--- src/rtl/bms_serial_frame_finder_defines.svh ---
// Assertion macros shared by the frame finder modules.
`ifndef BMS_SERIAL_FRAME_FINDER_DEFINES_SVH
`define BMS_SERIAL_FRAME_FINDER_DEFINES_SVH

// Same-cycle implication, disabled during reset.
`define BSFF_ASSERT_NOW(label, clk, rst, ante, cons) \
  label: assert property (@(posedge clk) disable iff (rst) (ante) |-> (cons)) \
    else $error("frame finder check failed");

// Next-cycle implication, disabled during reset.
`define BSFF_ASSERT_NEXT(label, clk, rst, ante, cons) \
  label: assert property (@(posedge clk) disable iff (rst) (ante) |=> (cons)) \
    else $error("frame finder check failed");

`endif

--- src/rtl/bsff_byte_buf.sv ---
// Byte buffer memory: one write port, one registered read port.
module bsff_byte_buf #(
  parameter int unsigned DEPTH = 512,
  parameter int unsigned AW    = 9
) (
  input  logic          clk,
  input  logic          wr_en,
  input  logic [AW-1:0] wr_addr,
  input  logic [7:0]    wr_data,
  input  logic [AW-1:0] rd_addr,
  output logic [7:0]    rd_data
);

  logic [7:0] mem [DEPTH];

  always_ff @(posedge clk) begin
    if (wr_en) begin
      mem[wr_addr] <= wr_data;
    end
  end

  always_ff @(posedge clk) begin
    rd_data <= mem[rd_addr];
  end

endmodule

--- config.mk ---
export PLATFORM = sky130hd
export DESIGN_NAME = bsff_byte_buf
export DESIGN_NICKNAME = d
export VERILOG_FILES = /design/src/rtl/bms_serial_frame_finder_defines.svh /design/src/rtl/bsff_byte_buf.sv
export SDC_FILE = /design/constraint.sdc
export NUM_CORES = 2
export LEC_CHECK = 0
export BUFFER_PORTS_ARGS = -buffer_cell sky130_fd_sc_hd__buf_2
export CAP_MARGIN = 40
export CORE_UTILIZATION = 50
export DETAILED_ROUTE_END_ITERATION = 7
export MAX_ROUTING_LAYER = met4
export PLACE_DENSITY = 0.65
export SETUP_SLACK_MARGIN = 0.2
export SLEW_MARGIN = 5
export SYNTH_ARGS = -nofsm -noshare
export SYNTH_HDL_FRONTEND = slang
export SYNTH_SLANG_ARGS = --single-unit
--- constraint.sdc ---
create_clock -name clk -period 2.6 [get_ports clk]
set_input_delay 0.13 -clock clk [delete_from_list [all_inputs] [get_ports clk]]
set_output_delay 0.13 -clock clk [all_outputs]
set_load 0.01 [all_outputs]
==> reports/qor.yml <==
fmax_ghz: 0.409
cp.required_ns: 3.51
routed_wl_mm: 421
tightest_slew_ns: 0.984
crit_slowest_cell: "o221ai_1"
leakage_nw: 62.4
final_antenna_net_count: 0
numPlacedInstances: 13045
nNetsFinal: 9314
cp_cell_sequence: "mux2i_1, o221ai_1, o22ai_1, o21ai_1, nand4_1, buf_4, nand2_1, o2111a_1"
areaGrowthSynthToFinish_pct: 17.8
maxCapViolCount: 0
synth-main-ff-cell: "edfxtp_1"
postCtsSetupBuffers: 0
clock_sinks: 4104
cts_made_buffers: 406
synthesis.area_um2: 160000
clk_pin_slew_worst_paths_ns: 0.06
cp.arrival_ns: 3.35
ir_worst_vdd_mv: 0.551
die_height_um: 568
fin_skew_ns: 0.0779
final_max_slew_viol_count: 0
post_drt_wl_per_cell_um: 30.5
via_count: 85974
crit_fanout: 2
firstDrtPassIters: 6
die-area_um2: 322000
clk_latency_ns: 0.96
hold_class: "input pin to register"
rows: 207
netlist_top_cells_count: "edfxtp_1, mux2i_1, mux4_2, nor2_1, o221ai_1"
yosysTopAreaCellShare_pct: 76.9
clk_path_buf_depth: 4
power.density_nw_per_um2: 732
synth_largest_area_cell: "edfxtp_1"
clockRootBuffer: "clkbuf_16"
cts_tree: "done"
hold_viol: 0
finalCritPeriodShare_pct: 94.0
cp-start-kind: "register"
drive_above_1_share_pct: 27.8
whs_ns: 0.0776
setup_viol: 0
grt_pass1_vias: 85578
htree_levels: 5
place.port_buffers: 35
fillers: 22688
ys_ff_latch: 4104
status: "completed"
yosysMostFrequentCell: "edfxtp_1"
synth.area.top_cells: "edfxtp_1, mux4_2, mux2i_1"
yosysWarnings: 0
syn_avg_cell_area_um2: 19.9
synth_enable_flop_cells: 4096
grt.total_usage_pct: 26.8
io_pins: 36
ys_types: 51
synthArstFlopShare_pct: 0
critPathKind: "register to register"
dieWidth_um: 568
core_um2: 318000
via_per_inst: 6.23
syn_inst: 8030
dp_hpwl_mm: 272
grt_first_pass_wirelength_mm: 607
rsz0062_at_grt: "yes"
critical_path.max_stage_delay_ns: 0.39
drt-initial-drc-count: 11784
worst-path-buf-inv: 1
post-route-min-period_ns: 2.45
fin_setup_tns_ns: 0
grt_overflow_total: 0
ys_seq_area_share_pct: 77.0
path_delay_family: "compound AO/OA/AOI/OAI gates"
drc: 0
grt_max_degree: 138
antenna_found_initial: 24
fin_cells: 13799
synth_fp_nets: 8058
crit_path_end_kind: "register"
place_congestion: 0.951
start_util_pct: 50.3
maxSlewHeadroom_pct: 34.4
-- registers in the layout (all words and copies together), names as in the netlist --
| signal | flops |
|---|---|
| rd_data | 8 |
| mem | 4096 |
-- stage by stage --
stage / util [%] / power [W] / setup WS (ns) / area [um^2]
global placement: 54.9 / 0.0817 / -1.37 / 175000
global route: 59.2 / 0.141 / 0.0631 / 188000
finish: 59.2 / 0.138 / 0.155 / 188000
CTS: 59.1 / 0.138 / 0.176 / 188000
detailed placement: 55.0 / 0.0818 / -0.898 / 175000
floorplan: - / 0.0778 / 0.498 / 160000
-- routing by layer --
metal | share of wire [%] | vias to the layer above | global-route usage (%) | wire (um)
met5 | 0 | - | - | 0
met4 | 3.4 | 0 | 7.95 | 14200
met1 | 40 | 44755 | 37.7 | 167000
met3 | 9.5 | 730 | 3.84 | 40000
met2 | 47 | 4481 | 41.0 | 200000
li1 | - | 36008 | - | -
-- layout make-up --
class / count / area (um^2) / area share [%]
flip-flops and latches: 4104 / 123000 / 65.4
repair buffers: 1361 / 12500 / 6.64
clock inverters: 249 / 2460 / 1.30
well taps: 4180 / 5230 / 2.78
inverters: 3 / 18.8 / 0.00996
clock buffers: 488 / 10500 / 5.58
diodes: 4 / 10.0 / 0.00531
multi-input cells: 3410 / 34500 / 18.3
-- cells by family after synthesis --
group / synth area share [%]
AOI/OAI and AO/OA: 4.31
buffers and inverters: 1.85
DFF: 77.0
muxes: 14.2
and+or+nand+nor: 2.63
-- path summary, 6_finish.rpt --
kind / from / depth (start not counted) / to / slack (ns)
max: mem[203][7] / 8 / rd_data[7] / 0.15
min: wr_en / 6 / mem[250][5] / 0.08
max reg2reg: mem[203][7] / 8 / rd_data[7] / 0.15
min reg2reg: mem[380][6] / 7 / rd_data[6] / 1.21
-- cell usage in the layout (no fill, tap or decap), types with 7 or more instances in the layout --
cell	count
edfxtp_1	4096
o22ai_1	160
nand2_4	12
o21ai_0	112
o2111a_1	8
a22oi_1	60
and2_1	19
a21oi_1	188
nand4_1	32
dfxtp_1	8
nor3b_1	7
nor3_1	106
mux2i_1	795
dlygate4sd3_1	13
o221ai_1	342
clkbuf_16	408
a211oi_1	17
clkinv_16	11
o31ai_1	13
nor4_1	21
clkinv_1	94
o221ai_2	30
nand2_1	93
buf_2	27
nor2_1	593
nand3_1	32
mux4_2	654
bufinv_16	35
buf_4	1128
buf_8	10
o41ai_1	7
nor4_4	8
clkbuf_1	80
clkinvlp_4	9
clkinv_2	82
nor4_2	7
buf_12	179
clkinv_8	7
-- report_power, final --
group / switching [W] / internal [W] / total, W
Clock: 0.0249 / 0.0324 / 0.0573
Combinational: 0.00477 / 0.00285 / 0.00762
Sequential: 0.0000765 / 0.0729 / 0.0729
Total: 0.0297 / 0.108 / 0.138
-- repair_timing --
| action | CTS | global route |
|---|---|---|
| pin swaps | 16 | 27 |
| endpoints found under the setup margin | 8 | 8 |
| resized for setup | 44 | 54 |
| endpoints found under the hold margin | 2604 | 0 |
| hold buffers | 13 | 0 |
-- worst reg2reg max path, stage by stage (launching register included) --
cell      delay [ns]
edfxtp_1        0.32
mux2i_1         0.07
o221ai_1        0.39
o22ai_1         0.16
o21ai_1         0.35
nand4_1         0.39
buf_4           0.27
nand2_1         0.23
o2111a_1        0.25
Note: power is estimated with default switching activity, not from simulation.
