**config.mk**
```make
export PLATFORM = sky130hd
export DESIGN_NAME = bsff_scan_seq
export DESIGN_NICKNAME = d
export VERILOG_FILES = /design/src/rtl/bsff_pkg.sv /design/src/rtl/bsff_scan_seq.sv
export VERILOG_INCLUDE_DIRS = /design/src /design/src/rtl
export SDC_FILE = /design/constraint.sdc
export NUM_CORES = 1
export LEC_CHECK = 0
export ABC_AREA = 1
export BUFFER_PORTS_ARGS = -buffer_cell sky130_fd_sc_hd__buf_2
export CORE_UTILIZATION = 41
export CTS_CLUSTER_DIAMETER = 40
export DETAILED_ROUTE_END_ITERATION = 7
export PLACE_DENSITY = 0.67
export SLEW_MARGIN = 25
export SYNTH_ARGS = -nofsm -noshare
export SYNTH_HDL_FRONTEND = slang
export SYNTH_SLANG_ARGS = --single-unit
```
**constraint.sdc**
```tcl
create_clock -name clk -period 4.85 [get_ports clk]
set_clock_uncertainty 0.1 [all_clocks]
set_input_delay 0.97 -clock clk [delete_from_list [all_inputs] [get_ports clk]]
set_output_delay 0.97 -clock clk [all_outputs]
set_load 0.1 [all_outputs]
```
**src/rtl/bms_serial_frame_finder_defines.svh**
```systemverilog
// Assertion macros shared by the frame finder modules.
`ifndef BMS_SERIAL_FRAME_FINDER_DEFINES_SVH
`define BMS_SERIAL_FRAME_FINDER_DEFINES_SVH

// Same-cycle implication, disabled during reset.
`define BSFF_ASSERT_NOW(label, clk, rst, ante, cons) \
  label: assert property (@(posedge clk) disable iff (rst) (ante) |-> (cons)) \
    else $error("frame finder check failed");

// Next-cycle implication, disabled during reset.
`define BSFF_ASSERT_NEXT(label, clk, rst, ante, cons) \
  label: assert property (@(posedge clk) disable iff (rst) (ante) |=> (cons)) \
    else $error("frame finder check failed");

`endif

```
**src/rtl/bsff_pkg.sv**
```systemverilog
// Shared constants and result type for the serial frame finder.
package bsff_pkg;

  localparam logic [7:0] START_BYTE = 8'hDD;
  localparam logic [7:0] END_BYTE   = 8'h77;
  localparam int unsigned MIN_FRAME = 7;
  localparam int unsigned OFF_W     = 9;
  localparam int unsigned LEN_W     = 9;
  localparam int unsigned SUM_W     = 16;

  typedef struct packed {
    logic             found;
    logic [OFF_W-1:0] frame_offset;
    logic [LEN_W-1:0] frame_length;
    logic             truncated;
  } scan_result_t;

endpackage

```
**src/rtl/bsff_scan_seq.sv**
```systemverilog
// Scan sequencer: walks the buffer through one read port.
`include "bms_serial_frame_finder_defines.svh"

module bsff_scan_seq #(
  parameter int unsigned AW        = 9,
  parameter int unsigned CW        = 10
) (
  input  logic                  clk,
  input  logic                  rst,
  input  logic                  go,
  input  logic [CW-1:0]         go_count,
  input  logic                  go_overflow,
  input  logic [7:0]            match_cmd,
  output logic [AW-1:0]         rd_addr,
  input  logic [7:0]            rd_data,
  output logic                  scan_busy,
  output logic                  done,
  output bsff_pkg::scan_result_t result
);

  localparam int unsigned PW = ((CW > bsff_pkg::LEN_W) ? CW : bsff_pkg::LEN_W) + 1;

  typedef enum logic [3:0] {
    S_IDLE, S_FIRST, S_HEAD, S_CMD, S_LEN, S_TAIL, S_SUM, S_CKH, S_CKL
  } state_t;

  state_t                       state, state_next;
  logic [PW-1:0]                cnt, cnt_next;
  logic                         ovf, ovf_next;
  logic [PW-1:0]                base, base_next;
  logic [PW-1:0]                cur, cur_next;
  logic [PW-1:0]                sum_end, sum_end_next;
  logic [bsff_pkg::LEN_W-1:0]   total, total_next;
  logic [bsff_pkg::SUM_W-1:0]   acc, acc_next;
  logic [7:0]                   ck_hi, ck_hi_next;
  logic                         done_next;
  bsff_pkg::scan_result_t       result_next;
  logic [PW-1:0]                addr_next;

  logic [PW-1:0]                adv_base;
  logic                         adv_end;
  logic [PW-1:0]                left;
  logic [bsff_pkg::LEN_W-1:0]   len_total;
  logic [bsff_pkg::SUM_W-1:0]   got;
  logic [bsff_pkg::SUM_W-1:0]   neg_plain;
  logic [bsff_pkg::SUM_W-1:0]   neg_cmd;

  assign adv_base  = base + PW'(1);
  assign adv_end   = (adv_base >= cnt);
  assign left      = cnt - base;
  assign len_total = bsff_pkg::LEN_W'(rd_data) + bsff_pkg::LEN_W'(bsff_pkg::MIN_FRAME);
  assign got       = {ck_hi, rd_data};
  assign neg_plain = '0 - acc;
  assign neg_cmd   = '0 - (acc + bsff_pkg::SUM_W'(match_cmd));

  assign rd_addr   = addr_next[AW-1:0];
  assign scan_busy = (state != S_IDLE);

  always_comb begin
    state_next   = state;
    cnt_next     = cnt;
    ovf_next     = ovf;
    base_next    = base;
    cur_next     = cur;
    sum_end_next = sum_end;
    total_next   = total;
    acc_next     = acc;
    ck_hi_next   = ck_hi;
    done_next    = 1'b0;
    result_next  = result;
    addr_next    = '0;

    unique case (state)
      S_IDLE: begin
        if (go) begin
          cnt_next   = PW'(go_count);
          ovf_next   = go_overflow;
          base_next  = '0;
          state_next = S_FIRST;
        end
      end
      // wait state so the last byte's write lands before the first read
      S_FIRST: begin
        addr_next  = base;
        state_next = S_HEAD;
      end
      S_HEAD: begin
        if (rd_data != bsff_pkg::START_BYTE) begin
          base_next = adv_base;
          if (adv_end) begin
            state_next = S_IDLE;
            done_next  = 1'b1;
            result_next = '{found: 1'b0, frame_offset: '0, frame_length: '0,
                            truncated: ovf};
          end else begin
            addr_next  = adv_base;
          end
        end else if (left < PW'(bsff_pkg::MIN_FRAME)) begin
          state_next  = S_IDLE;
          done_next   = 1'b1;
          result_next = '{found: 1'b0, frame_offset: '0, frame_length: '0,
                          truncated: ovf};
        end else begin
          addr_next  = base + PW'(1);
          state_next = S_CMD;
        end
      end
      S_CMD: begin
        if (rd_data != match_cmd) begin
          base_next = adv_base;
          if (adv_end) begin
            state_next  = S_IDLE;
            done_next   = 1'b1;
            result_next = '{found: 1'b0, frame_offset: '0, frame_length: '0,
                            truncated: ovf};
          end else begin
            addr_next  = adv_base;
            state_next = S_HEAD;
          end
        end else begin
          addr_next  = base + PW'(3);
          state_next = S_LEN;
        end
      end
      S_LEN: begin
        total_next   = len_total;
        sum_end_next = base + PW'(rd_data) + PW'(3);
        if (left < PW'(len_total)) begin
          state_next  = S_IDLE;
          done_next   = 1'b1;
          result_next = '{found: 1'b0, frame_offset: '0, frame_length: '0,
                          truncated: ovf};
        end else begin
          addr_next  = base + PW'(len_total) - PW'(1);
          state_next = S_TAIL;
        end
      end
      S_TAIL: begin
        if (rd_data != bsff_pkg::END_BYTE) begin
          base_next = adv_base;
          if (adv_end) begin
            state_next  = S_IDLE;
            done_next   = 1'b1;
            result_next = '{found: 1'b0, frame_offset: '0, frame_length: '0,
                            truncated: ovf};
          end else begin
            addr_next  = adv_base;
            state_next = S_HEAD;
          end
        end else begin
          acc_next   = '0;
          cur_next   = base + PW'(2);
          addr_next  = base + PW'(2);
          state_next = S_SUM;
        end
      end
      // accumulate status, length and payload; cur ends on the checksum high byte
      S_SUM: begin
        acc_next  = acc + bsff_pkg::SUM_W'(rd_data);
        cur_next  = cur + PW'(1);
        addr_next = cur + PW'(1);
        if (cur == sum_end) begin
          state_next = S_CKH;
        end
      end
      S_CKH: begin
        ck_hi_next = rd_data;
        addr_next  = cur + PW'(1);
        state_next = S_CKL;
      end
      S_CKL: begin
        if (got == neg_plain || got == neg_cmd) begin
          state_next  = S_IDLE;
          done_next   = 1'b1;
          result_next = '{found: 1'b1, frame_offset: base[bsff_pkg::OFF_W-1:0],
                          frame_length: total, truncated: ovf};
        end else begin
          base_next = adv_base;
          if (adv_end) begin
            state_next  = S_IDLE;
            done_next   = 1'b1;
            result_next = '{found: 1'b0, frame_offset: '0, frame_length: '0,
                            truncated: ovf};
          end else begin
            addr_next  = adv_base;
            state_next = S_HEAD;
          end
        end
      end
      default: begin
        state_next = S_IDLE;
      end
    endcase
  end

  always_ff @(posedge clk) begin
    if (rst) begin
      state  <= S_IDLE;
      done   <= 1'b0;
      result <= '0;
    end else begin
      state  <= state_next;
      done   <= done_next;
      result <= result_next;
    end
    cnt     <= cnt_next;
    ovf     <= ovf_next;
    base    <= base_next;
    cur     <= cur_next;
    sum_end <= sum_end_next;
    total   <= total_next;
    acc     <= acc_next;
    ck_hi   <= ck_hi_next;
  end

  `BSFF_ASSERT_NEXT(a_go_leaves_idle, clk, rst, go && state == S_IDLE, state == S_FIRST)
  `BSFF_ASSERT_NOW(a_found_len_min, clk, rst, done && result.found,
                   result.frame_length >= bsff_pkg::LEN_W'(bsff_pkg::MIN_FRAME))
  `BSFF_ASSERT_NOW(a_miss_zero, clk, rst, done && !result.found,
                   result.frame_offset == '0 && result.frame_length == '0)

endmodule

```
==> metrics <==
most frequent cells in the layout=nand2_1, inv_1, nor2_1; multi-input gate area in the final layout=0.00697 mm^2; sink of the worst hold path=result[0]$_SDFFE_PP0P_; max_cap viols=0; Total GRT Usage=0.231; largest net degree at the start of global routing=39; row cnt=57; syn nets=1612; Initial DRC Count=646; min Tclk post-route=4.78 ns; core region area=0.0245 mm^2; Final Cycle Share=0.985; Die Span Y=160 um; Die Wd=160 um; Die Area=0.0257 mm^2; antenna cells=0; Area contributors post-synth=edfxtp_1, ha_1, nand2_1; IO buf count=60; TritonRoute pass-1 iters=7; fraction of registers with async set/reset=0; DR vias/cell=5.06; TritonCTS clock tree=built; cts hold-fix bufs=0; Syn-to-layout area delta=21.3%; clk sinks=102; cell taking the most area after synthesis=edfxtp_1; Slew @ Worst Pin=0.733 ns; Final Instance Area=0.0125 mm^2; Synth Flop Type=edfxtp_1; EDFF count, synth=77; CTS max path bufs=2; Crit Path Category=reg2out; PD cells=304 mW/mm^2; DP HPWL=23500 um; Area after DPL=0.0115 mm^2; VDD IR max=0.273 mV; Finished Layout Cells=1913; FF-to-FF Start=cnt[0]$_DFFE_PP_; Reg2Reg Depth=26; post-synth top area share=0.225; antenna violations before repair=0; r2r endpoint=result[14]$_SDFFE_PP0P_; Critical Path RT=3.78 ns; setup slack, reg-to-reg=0.62 ns; Post-Place Cells=1875; register area=0.00281 mm^2; Fin. Hold Viols=0; clock latency on the worst-skew pair=0.36 ns; Slew Limit Fails=0; leakage=0.00600 uW; Critical Path Start=cnt[0]$_DFFE_PP_; Detailed Route WL=29800 um; Remaining Overflow, GRT=0; IO Count=61; clock-pin slew on the worst setup and hold paths=0.08 ns; Hold Crit Class=reg2reg; hold path depth=2; commonest non-fill, non-tap cell in the layout=nand2_1; RSZ-0062 raised after global routing=yes; number of global-route vias before repair=9132; Setup crit end kind=output port; Filler cells=2392; share of layout cells above drive strength 1=0.195; via count=9687; first-pass GRT wire length=46900 um; Critical Path AT=3.71 ns; #FFs+latches synth=102; WL/cell=15.6 um; layout net count=1729; setup_tns=0 ns; Num CTS Buffers=9; Initial Util=0.420; YS warnings=0; synth unique cells=57; Max Clk Rate=209 MHz; Final setup viols=0; ANT nets after route=0; root buffer cell=clkbuf_16; register area share after synthesis=0.273; outcome=finished, final reports clean; slew margin rel.=0.509; Final GP Congestion=0.964; critical path fanouts, max=4; Netlist Area Pre-Place=0.0103 mm^2; DRC Markers=0; maximum level of the CTS H-tree=3; Avg Cell Area, Syn=7.01 um^2; Setup crit start kind=flip-flop; hold_sp=result[0]$_SDFFE_PP0P_; Post-Synthesis Cells=1467
[logic make-up (layout without fill, tap and decap cells)]
logic type / count (synthesis) / after routing / share of synthesized area
simple gates: 694 / 694 / 0.291
buf+inv: 292 / 414 / 0.112
compound gates: 156 / 156 / 0.0870
fa+ha+maj: 115 / 115 / 0.144
xor+xnor: 107 / 107 / 0.0925
flops: 102 / 102 / 0.273
mux: 1 / 1 / 0.000973
[area by class of cell]
class | count | share of cell area
Clock buffer | 10 | 0.0183
Clock inverter | 6 | 0.00561
Inverter | 268 | 0.0816
Multi-Input combinational cell | 1073 | 0.558
Sequential cell | 102 | 0.225
Tap cell | 324 | 0.0325
Timing Repair Buffer | 130 | 0.0783
[cells in the mapped netlist, types with 13 or more instances]
| master | instances |
|---|---|
| nand2_1 | 340 |
| nor3_1 | 14 |
| nand3_1 | 121 |
| inv_1 | 247 |
| a21oi_1 | 71 |
| nor2_1 | 160 |
| nand4_1 | 13 |
| xor2_1 | 78 |
| dfxtp_1 | 25 |
| edfxtp_1 | 77 |
| inv_2 | 18 |
| xnor2_1 | 28 |
| ha_1 | 110 |
| o21ai_0 | 41 |
[metal layers]
metal / global-route usage / share of wire / vias up
li1: - / - / 4934
met1: 0.305 / 0.45 / 4461
met2: 0.385 / 0.47 / 243
met3: 0.0240 / 0.050 / 49
met4: 0.0931 / 0.032 / 0
met5: 0 / 0 / -
[how the worst max path moves through the flow]
stage / to / slack [ns] / depth (start not counted)
floorplan: rd_addr[8] / -0.40 / 15
global route: rd_addr[8] / -0.10 / 24
CTS: rd_addr[8] / -0.02 / 23
global placement: rd_addr[2] / -0.1 / 21
finish: rd_addr[4] / 0.07 / 21
detailed placement: rd_addr[6] / -0.15 / 22
[through the flow]
step,worst slack [ns],hold slack [ns],power (uW),utilization
CTS,-0.0240,0.451,3630,0.487
global placement,-0.0991,0.438,2830,0.470
global route,-0.101,0.474,4040,0.510
finish,0.0710,0.466,3790,0.510
detailed placement,-0.152,0.440,2850,0.470
floorplan,-0.403,0.393,2350,-
[where the power goes]
part / switching [uW] / total, uW / internal [uW]
registers: 47.6 / 1070 / 1020
clock network: 352 / 758 / 406
logic: 1260 / 1970 / 704
total: 1660 / 3790 / 2130
[what timing repair did]
item                                    in CTS  in global routing
pin swaps                                    6                 46
buffers inserted                             6                 16
resized for setup                           18                 88
endpoints found under the setup margin       9                  9
[critical path, cell delays in order (launching register included)]
cell,delay (ns)
edfxtp_1,0.39
inv_1,0.08
ha_2,0.17
inv_2,0.05
fa_2,0.40
a31o_4,0.27
xor2_2,0.18
inv_2,0.08
ha_4,0.22
a21oi_2,0.12
nor2_1,0.05
nor2_1,0.10
nand2_1,0.06
o21bai_1,0.14
nand2_1,0.08
nor2_2,0.09
nand3_2,0.12
nand2_4,0.15
buf_6,0.14
o221ai_2,0.09
a21o_1,0.20
buf_12,0.17
[sequential cells by signal, summed over array words and instances (netlist names)]
name	count
acc	16
base	11
ck_hi	8
cnt	10
cur	11
done	1
ovf	1
result	20
state	4
sum_end	11
total	9
(Power assumes the default switching activity.)
